==> config.mk <==
export PLATFORM = sky130hd
export DESIGN_NAME = static_linked_list_engine_unit
export DESIGN_NICKNAME = d
export VERILOG_FILES = /design/src/rtl/slle_pkg.sv /design/src/rtl/slle_ram.sv /design/src/rtl/static_linked_list_engine_unit.sv
export SDC_FILE = /design/constraint.sdc
export NUM_CORES = 2
export LEC_CHECK = 0
export BUFFER_PORTS_ARGS = -buffer_cell sky130_fd_sc_hd__buf_2
export CORE_MARGIN = 2
export CORE_UTILIZATION = 40
export DETAILED_ROUTE_END_ITERATION = 8
export GPL_TIMING_DRIVEN = 0
export PLACE_DENSITY_LB_ADDON = 0.05
export REMOVE_ABC_BUFFERS = 1
export SKIP_CTS_REPAIR_TIMING = 1
export SYNTH_ARGS = -nofsm -noshare
export SYNTH_HDL_FRONTEND = slang
export SYNTH_SLANG_ARGS = --single-unit
==> constraint.sdc <==
create_clock -name clk -period 10.8 [get_ports clk]
set_input_delay 1.62 -clock clk [delete_from_list [all_inputs] [get_ports clk]]
set_output_delay 1.62 -clock clk [all_outputs]
set_load 0.01 [all_outputs]
==> src/rtl/slle_pkg.sv <==
// Shared constants, types and helpers for the static linked list engine.
package slle_pkg;

	// Store geometry
	localparam int ENTRIES = 16;
	localparam int SLOT_W  = $clog2(ENTRIES);
	localparam int LINK_W  = $clog2(ENTRIES + 2);
	localparam int CNT_W   = $clog2(ENTRIES + 1);
	localparam int PAY_W   = 64;

	typedef logic [SLOT_W-1:0] slot_t;
	typedef logic [LINK_W-1:0] link_t;
	typedef logic [CNT_W-1:0]  cnt_t;
	typedef logic [PAY_W-1:0]  pay_t;
	typedef logic [2:0]        kind_t;
	typedef logic [1:0]        status_t;

	// Link codes beyond the slot range
	localparam link_t END_LINK  = LINK_W'(ENTRIES);
	localparam link_t FREE_LINK = LINK_W'(ENTRIES + 1);

	// Operation codes
	localparam kind_t K_ADD_HEAD  = 3'd0;
	localparam kind_t K_ADD_AFTER = 3'd1;
	localparam kind_t K_ADD_TAIL  = 3'd2;
	localparam kind_t K_DEL_HEAD  = 3'd3;
	localparam kind_t K_DEL_AFTER = 3'd4;
	localparam kind_t K_DEL_TAIL  = 3'd5;
	localparam kind_t K_READ      = 3'd6;

	// Status codes
	localparam status_t ST_OK    = 2'd0;
	localparam status_t ST_FULL  = 2'd1;
	localparam status_t ST_EMPTY = 2'd2;
	localparam status_t ST_BAD   = 2'd3;

	// Any link outside the slot range reads as end of list
	function automatic link_t next_link(input link_t l);
		return (l < LINK_W'(ENTRIES)) ? l : END_LINK;
	endfunction

endpackage

==> src/rtl/slle_ram.sv <==
// Generic single-write, single-read synchronous RAM with registered read data.
module slle_ram #(
	parameter int WIDTH = 8,
	parameter int DEPTH = 16
) (
	input  logic                     clk,
	input  logic                     we,
	input  logic [$clog2(DEPTH)-1:0] waddr,
	input  logic [WIDTH-1:0]         wdata,
	input  logic                     re,
	input  logic [$clog2(DEPTH)-1:0] raddr,
	output logic [WIDTH-1:0]         rdata
);

	logic [WIDTH-1:0] mem [DEPTH];

	// write port and registered read port
	always_ff @(posedge clk) begin
		if (we) begin
			mem[waddr] <= wdata;
		end
		if (re) begin
			rdata <= mem[raddr];
		end
	end

endmodule

==> src/rtl/static_linked_list_engine_unit.sv <==
// Top level: linked list sequencer over a payload RAM and a link RAM.
// Steps: add head and errors found at decode finish in the decode state; read and
// del head finish in the read state; add after and del after also pass through the
// fix or victim state; tail operations walk the list one link per cycle.
// Throughput: one word at a time; busy stays high until the result is out,
// set by the one-read-per-cycle link RAM walk. Results cannot be stalled.
// Reset clears the head, count and free marks; RAM contents stay undefined.
module static_linked_list_engine_unit (
	input  logic              clk,
	input  logic              arst_n,
	input  logic              start,
	output logic              busy,
	input  slle_pkg::kind_t   kind,
	input  slle_pkg::slot_t   slot,
	input  slle_pkg::pay_t    payload,
	output logic              done,
	output slle_pkg::status_t status,
	output slle_pkg::slot_t   touched_slot,
	output slle_pkg::link_t   link_out,
	output slle_pkg::pay_t    payload_out,
	output slle_pkg::cnt_t    entry_count,
	output slle_pkg::link_t   head_slot
);
	import slle_pkg::*;

	// Sequencer states
	localparam logic [2:0] S_IDLE = 3'd0;
	localparam logic [2:0] S_DEC  = 3'd1;
	localparam logic [2:0] S_RD   = 3'd2;
	localparam logic [2:0] S_VIC  = 3'd3;
	localparam logic [2:0] S_FIX  = 3'd4;

	logic [2:0]         state_q, state_d;
	kind_t              op_q, op_d;
	slot_t              slot_q, slot_d;
	pay_t               pay_q, pay_d;
	slot_t              cur_q, cur_d;
	slot_t              prev_q, prev_d;
	slot_t              new_q, new_d;
	link_t              head_q, head_d;
	cnt_t               count_q, count_d;
	logic [ENTRIES-1:0] free_q, free_d;
	logic               done_q, done_d;
	status_t            res_status_q, res_status_d;
	slot_t              res_touched_q, res_touched_d;
	link_t              res_link_q, res_link_d;
	pay_t               res_pay_q, res_pay_d;

	// RAM ports
	logic  rd_en;
	slot_t rd_addr;
	logic  lk_we;
	slot_t lk_waddr;
	link_t lk_wdata;
	link_t lk_rdata;
	logic  pl_we;
	pay_t  pl_rdata;

	logic  empty;
	logic  full;
	logic  slot_ok;
	slot_t low_idx;
	link_t nl;

	slle_ram #(
		.WIDTH (LINK_W),
		.DEPTH (ENTRIES)
	) u_link_ram (
		.clk   (clk),
		.we    (lk_we),
		.waddr (lk_waddr),
		.wdata (lk_wdata),
		.re    (rd_en),
		.raddr (rd_addr),
		.rdata (lk_rdata)
	);

	slle_ram #(
		.WIDTH (PAY_W),
		.DEPTH (ENTRIES)
	) u_pay_ram (
		.clk   (clk),
		.we    (pl_we),
		.waddr (low_idx),
		.wdata (pay_q),
		.re    (rd_en),
		.raddr (rd_addr),
		.rdata (pl_rdata)
	);

	// list status
	assign empty   = (head_q == END_LINK);
	assign full    = (count_q == CNT_W'(ENTRIES));
	assign slot_ok = (LINK_W'(slot_q) < LINK_W'(ENTRIES)) && !free_q[slot_q];
	assign nl      = next_link(lk_rdata);

	// lowest free slot
	always_comb begin
		low_idx = '0;
		for (int i = ENTRIES - 1; i >= 0; i--) begin
			if (free_q[i]) begin
				low_idx = SLOT_W'(i);
			end
		end
	end

	// sequencer; one operation at a time, so reads never overlap a write
	always_comb begin
		state_d       = state_q;
		op_d          = op_q;
		slot_d        = slot_q;
		pay_d         = pay_q;
		cur_d         = cur_q;
		prev_d        = prev_q;
		new_d         = new_q;
		head_d        = head_q;
		count_d       = count_q;
		free_d        = free_q;
		done_d        = 1'b0;
		res_status_d  = res_status_q;
		res_touched_d = res_touched_q;
		res_link_d    = res_link_q;
		res_pay_d     = res_pay_q;
		rd_en         = 1'b0;
		rd_addr       = cur_q;
		lk_we         = 1'b0;
		lk_waddr      = cur_q;
		lk_wdata      = nl;
		pl_we         = 1'b0;

		unique case (state_q)
			S_IDLE: begin
				if (start) begin
					// append to an empty list is an add at the head
					op_d    = (kind == K_ADD_TAIL && empty) ? K_ADD_HEAD : kind;
					slot_d  = slot;
					pay_d   = payload;
					state_d = S_DEC;
				end
			end

			S_DEC: begin
				// error results carry zeros
				res_touched_d = '0;
				res_link_d    = '0;
				res_pay_d     = '0;
				unique case (op_q)
					K_ADD_HEAD: begin
						if (full) begin
							res_status_d = ST_FULL;
							done_d       = 1'b1;
							state_d      = S_IDLE;
						end else begin
							pl_we           = 1'b1;
							lk_we           = 1'b1;
							lk_waddr        = low_idx;
							lk_wdata        = head_q;
							free_d[low_idx] = 1'b0;
							count_d         = count_q + CNT_W'(1);
							head_d          = LINK_W'(low_idx);
							res_status_d    = ST_OK;
							res_touched_d   = low_idx;
							res_link_d      = head_q;
							done_d          = 1'b1;
							state_d         = S_IDLE;
						end
					end
					K_ADD_AFTER: begin
						if (!slot_ok || full) begin
							res_status_d = !slot_ok ? ST_BAD : ST_FULL;
							done_d       = 1'b1;
							state_d      = S_IDLE;
						end else begin
							rd_en   = 1'b1;
							rd_addr = slot_q;
							cur_d   = slot_q;
							state_d = S_RD;
						end
					end
					K_ADD_TAIL: begin
						if (full) begin
							res_status_d = ST_FULL;
							done_d       = 1'b1;
							state_d      = S_IDLE;
						end else begin
							rd_en   = 1'b1;
							rd_addr = head_q[SLOT_W-1:0];
							cur_d   = head_q[SLOT_W-1:0];
							state_d = S_RD;
						end
					end
					K_DEL_HEAD, K_DEL_TAIL: begin
						if (empty) begin
							res_status_d = ST_EMPTY;
							done_d       = 1'b1;
							state_d      = S_IDLE;
						end else begin
							rd_en   = 1'b1;
							rd_addr = head_q[SLOT_W-1:0];
							cur_d   = head_q[SLOT_W-1:0];
							state_d = S_RD;
						end
					end
					K_DEL_AFTER, K_READ: begin
						if (!slot_ok) begin
							res_status_d = ST_BAD;
							done_d       = 1'b1;
							state_d      = S_IDLE;
						end else begin
							rd_en   = 1'b1;
							rd_addr = slot_q;
							cur_d   = slot_q;
							state_d = S_RD;
						end
					end
					default: begin
						res_status_d = ST_BAD;
						done_d       = 1'b1;
						state_d      = S_IDLE;
					end
				endcase
			end

			S_RD: begin
				// link and payload of cur_q are on the read ports
				unique case (op_q)
					K_ADD_AFTER, K_ADD_TAIL: begin
						if (op_q == K_ADD_TAIL && nl != END_LINK) begin
							rd_en   = 1'b1;
							rd_addr = nl[SLOT_W-1:0];
							cur_d   = nl[SLOT_W-1:0];
						end else begin
							pl_we           = 1'b1;
							lk_we           = 1'b1;
							lk_waddr        = low_idx;
							lk_wdata        = nl;
							free_d[low_idx] = 1'b0;
							count_d         = count_q + CNT_W'(1);
							new_d           = low_idx;
							res_status_d    = ST_OK;
							res_touched_d   = low_idx;
							res_link_d      = nl;
							res_pay_d       = '0;
							state_d         = S_FIX;
						end
					end
					K_DEL_HEAD, K_DEL_TAIL: begin
						if (op_q == K_DEL_TAIL && nl != END_LINK) begin
							prev_d  = cur_q;
							rd_en   = 1'b1;
							rd_addr = nl[SLOT_W-1:0];
							cur_d   = nl[SLOT_W-1:0];
							state_d = S_VIC;
						end else begin
							// one-entry tail removal is a head removal
							head_d        = nl;
							free_d[cur_q] = 1'b1;
							count_d       = count_q - CNT_W'(1);
							res_status_d  = ST_OK;
							res_touched_d = cur_q;
							res_link_d    = FREE_LINK;
							res_pay_d     = pl_rdata;
							done_d        = 1'b1;
							state_d       = S_IDLE;
						end
					end
					K_DEL_AFTER: begin
						if (nl == END_LINK) begin
							res_status_d  = ST_EMPTY;
							res_touched_d = '0;
							res_link_d    = '0;
							res_pay_d     = '0;
							done_d        = 1'b1;
							state_d       = S_IDLE;
						end else begin
							prev_d  = cur_q;
							rd_en   = 1'b1;
							rd_addr = nl[SLOT_W-1:0];
							cur_d   = nl[SLOT_W-1:0];
							state_d = S_VIC;
						end
					end
					K_READ: begin
						res_status_d  = ST_OK;
						res_touched_d = cur_q;
						res_link_d    = lk_rdata;
						res_pay_d     = pl_rdata;
						done_d        = 1'b1;
						state_d       = S_IDLE;
					end
					default: begin
						res_status_d  = ST_BAD;
						res_touched_d = '0;
						res_link_d    = '0;
						res_pay_d     = '0;
						done_d        = 1'b1;
						state_d       = S_IDLE;
					end
				endcase
			end

			S_VIC: begin
				// cur_q is the victim candidate, prev_q its predecessor
				if (op_q == K_DEL_TAIL && nl != END_LINK) begin
					prev_d  = cur_q;
					rd_en   = 1'b1;
					rd_addr = nl[SLOT_W-1:0];
					cur_d   = nl[SLOT_W-1:0];
				end else begin
					lk_we         = 1'b1;
					lk_waddr      = prev_q;
					lk_wdata      = nl;
					free_d[cur_q] = 1'b1;
					count_d       = count_q - CNT_W'(1);
					res_status_d  = ST_OK;
					res_touched_d = cur_q;
					res_link_d    = FREE_LINK;
					res_pay_d     = pl_rdata;
					done_d        = 1'b1;
					state_d       = S_IDLE;
				end
			end

			S_FIX: begin
				// hook the new slot behind its predecessor
				lk_we    = 1'b1;
				lk_waddr = cur_q;
				lk_wdata = LINK_W'(new_q);
				done_d   = 1'b1;
				state_d  = S_IDLE;
			end

			default: begin
				state_d = S_IDLE;
			end
		endcase
	end

	// control registers
	always_ff @(posedge clk or negedge arst_n) begin
		if (!arst_n) begin
			state_q <= S_IDLE;
			head_q  <= END_LINK;
			count_q <= '0;
			free_q  <= '1;
			done_q  <= 1'b0;
		end else begin
			state_q <= state_d;
			head_q  <= head_d;
			count_q <= count_d;
			free_q  <= free_d;
			done_q  <= done_d;
		end
	end

	// operand and result registers
	always_ff @(posedge clk) begin
		op_q          <= op_d;
		slot_q        <= slot_d;
		pay_q         <= pay_d;
		cur_q         <= cur_d;
		prev_q        <= prev_d;
		new_q         <= new_d;
		res_status_q  <= res_status_d;
		res_touched_q <= res_touched_d;
		res_link_q    <= res_link_d;
		res_pay_q     <= res_pay_d;
	end

	// outputs; head and count are already final while done is high
	assign busy         = (state_q != S_IDLE);
	assign done         = done_q;
	assign status       = res_status_q;
	assign touched_slot = res_touched_q;
	assign link_out     = res_link_q;
	assign payload_out  = res_pay_q;
	assign entry_count  = count_q;
	assign head_slot    = head_q;

	// free marks and entry count stay in step
	a_count_free: assert property (@(posedge clk) disable iff (!arst_n)
		(int'(count_q) + $countones(free_q)) == ENTRIES)
		else $error("entry count disagrees with free marks");

	// empty head exactly when the count is zero
	a_head_count: assert property (@(posedge clk) disable iff (!arst_n)
		(head_q == END_LINK) == (count_q == '0))
		else $error("head and count disagree on empty list");

	// a result goes out only with the sequencer back at idle
	a_done_idle: assert property (@(posedge clk) disable iff (!arst_n)
		done_q |-> (state_q == S_IDLE))
		else $error("result strobe while sequencer busy");

	// no allocation without a free slot
	a_alloc_free: assert property (@(posedge clk) disable iff (!arst_n)
		pl_we |-> free_q[low_idx])
		else $error("insert into an occupied slot");

endmodule

==> run summary <==
Number of warnings reported in the yosys synthesis log -> 0
Layer carrying the most global-route usage -> met2
Post-synthesis sequential area ratio -> 0.775
Crit path arrival time -> 7.17 ns
Post-DR wirelength/cell -> 28.6 um
Non-Filler Instances -> 5102
RSZ-0062 raised after global routing -> false
#FFs+latches synth -> 1361
Status -> complete, no violations
Hold Vio Cnt, Final -> 0
Number of unique standard cell types used by synthesis -> 71
Detailed-route wire length -> 146000 um
Proportion of layout cells with a drive suffix above 1 -> 0.166
Initial Utilization -> 0.404
Final-report max-slew violation count -> 0
Via count of the first global-routing pass -> 28900
Cell with the most instances after synthesis -> edfxtp_1
Standard-cell row count -> 132
Leading post-synthesis cells by cell area -> edfxtp_1, mux2i_1, o22ai_1, a22o_1, or4_1
Number of vias after detailed routing -> 28500
Area growth syn-to-layout -> 18.7%
Count of port buffers added during placement -> 160
Clock slew seen by the registers of the worst setup and hold paths -> 0.06 ns
VDD IR-drop max -> 186 uV
Total half-perimeter wirelength after legalization and detailed placement -> 90600 um
Max Buffers Root-to-Sink -> 3
TritonCTS clock tree -> yes
Number of remaining DRC errors -> 0
Pin count of the biggest net entering global routing -> 42
Mean area per synthesized cell -> 17.7 sq um
Max Clock Skew -> 0.0245 ns
Antenna cells -> 0
Number of iterations in the first detailed-routing pass -> 5
GP Congestion -> 0.875
Leakage power summed over all cells -> 20.8 nW
Top-area cell type share of the netlist area -> 0.759
Total global routing track utilization -> 0.215
Met1 usage -> 0.294
Total number of nets in the final design -> 3323
Die width -> 366 um
Worst setup EP type -> flop
Cell type with the largest total area after synthesis -> edfxtp_1
Remaining antenna violation count after routing -> 0
H-tree level count -> 4
Req. time, crit path -> 11.29 ns
Count of max-cap constraint violations -> 0
Critical path startpoint category -> flop
Min cycle time layout -> 6.68 ns
Clock net sink count -> 1361
EDFF count, synth -> 1327
Largest fanout on the critical path -> 36
Netlist Area Pre-Place -> 52500 sq um
Ys async rst share -> 0.0220
Headroom to the max-slew limit -> 0.176
Number of antenna violations at the first check in global routing -> 0
Timing-limited maximum frequency -> 150 MHz
Ports placed on the boundary -> 161
Fill count -> 11000
Later-pin clock latency in the skew report -> 0.75 ns
Number of setup violations in the final report -> 0
Actual transition at the worst max-transition pin -> 1.24 ns
Core outline area -> 130000 sq um
Global routing usage on met2 -> 0.357
Hold/Removal Path Class -> reg -> reg
PwrDens -> 284 nW/um^2
Setup Crit Path Kind -> reg -> reg
Total clock buffers created by CTS -> 149
Met3 global-route usage -> 0.0351
Cell at the root of the clock tree -> clkbuf_16
Period Utilization, post-route -> 0.619
Sum of overflow across all layers after global routing -> 0
Initial detailed-routing violation count -> 2449
Number of instances in the placed design -> 4837
Number of standard cells after synthesis -> 2965
Area of the die -> 134000 sq um
Ratio of routed vias to standard cells -> 5.59
Vertical die dimension -> 366 um
Post-route worst hold slack -> 0.527 ns
Dominant synthesized flop cell -> edfxtp_1
Wire length of the first global-routing pass -> 207000 um
Most common library cells after synthesis -> edfxtp_1, mux2i_1, o22ai_1
==> power breakdown <==
group | total [W] | switching, W | internal [W]
clock | 0.00473 | 0.00199 | 0.00274
sequential | 0.00733 | 0.000537 | 0.00679
combinational | 0.00562 | 0.00334 | 0.00228
==> registers in the layout, indices dropped and copies added (netlist names), 16 cells and up <==
register / count
free_q: 16
pay_q: 64
payload_out: 64
u_link_ram.mem: 80
u_pay_ram.mem: 1024
u_pay_ram.rdata: 64
==> logic make-up (layout without fill, tap and decap cells) <==
kind of cell	Yosys count	count (layout)	synth area share
AO/OA/AOI/OAI	497	497	0.0630
XOR/XNOR	6	6	0.00100
adder cells (fa/ha/maj)	3	3	0.000715
buffers and inverters	188	583	0.0157
flip-flops	1361	1361	0.775
multiplexers	564	564	0.109
AND/OR/NAND/NOR	346	346	0.0356
==> critical path: stages (launching register included) <==
cell	delay, ns
edfxtp_1	1.15
nand4bb_1	1.03
nor2_4	0.98
nand2_1	0.14
o21ai_0	0.14
a221oi_1	0.12
o21ai_4	0.33
buf_12	0.28
buf_12	0.21
buf_12	0.22
buf_12	0.21
buf_12	0.22
buf_12	0.22
buf_12	0.22
mux2i_1	0.21
o22ai_1	0.11
or4_1	0.52
==> placed cells by master, fill, tap and decap left out, types with 13 or more instances in the layout <==
cell       synthesis  layout
edfxtp_1        1327    1327
mux2i_1          559     559
o22ai_1          284     284
buf_2             66     160
clkbuf_16          0     155
nor2_1           108      89
buf_12             0      86
a22o_1            72      72
or4_1             71      71
nand2_1           52      50
a21oi_1           44      44
clkbuf_1          85      44
o21ai_0           35      34
buf_16             0      30
clkinv_1           1      27
clkinv_2           0      26
nor3_1            23      22
inv_1             20      20
nor2_4             0      19
buf_8              0      19
dfstp_2           17      17
nand2b_1          15      15
dfrtp_1           13      13
==> metal layers <==
layer | up-vias | part of all wire
met1 | 14900 | 0.44
met4 | 0 | 0.022
met2 | 847 | 0.49
li1 | 12600 | -
met3 | 214 | 0.048
met5 | - | 0
==> final cells by class <==
class,instances,area [sq um],share of cell area
sequential,1361,40700,0.653
tap,1742,2180,0.0350
clock buffer,200,4060,0.0651
multi-input combinational,1416,11200,0.180
inverter,22,82.6,0.00132
clock inverter,65,444,0.00713
timing repair buffer,296,3640,0.0584
==> worst paths after layout <==
path | end | cells after the start | start | slack (ns)
setup / recovery | u_pay_ram.rdata[30] | 16 | op_q[2] | 4.12
hold / removal | entry_count[4] | 1 | entry_count[4] | 0.53
setup reg to reg | u_pay_ram.rdata[30] | 16 | op_q[2] | 4.12
hold reg to reg | entry_count[4] | 1 | entry_count[4] | 0.53
max in group asynchronous | head_slot[1] | 1 | arst_n | 9.37
min in group asynchronous | entry_count[1] | 1 | arst_n | 0.95
==> metrics by stage <==
stage	total power (W)	TNS (ns)	area [sq um]	worst slack (ns)	util
2_1_floorplan	0.0111	-1975.22	51800	-29.01	-
3_3_place_gp	0.0129	-4163.52	54700	-44.81	0.422
3_5_place_dp	0.0131	0	57800	4.22	0.445
4_1_cts	0.0179	0	62300	4.21	0.480
5_1_grt	0.0184	0	62300	3.77	0.480
6_report	0.0177	0	62300	4.12	0.480
Note: power is estimated with default switching activity, not from simulation.
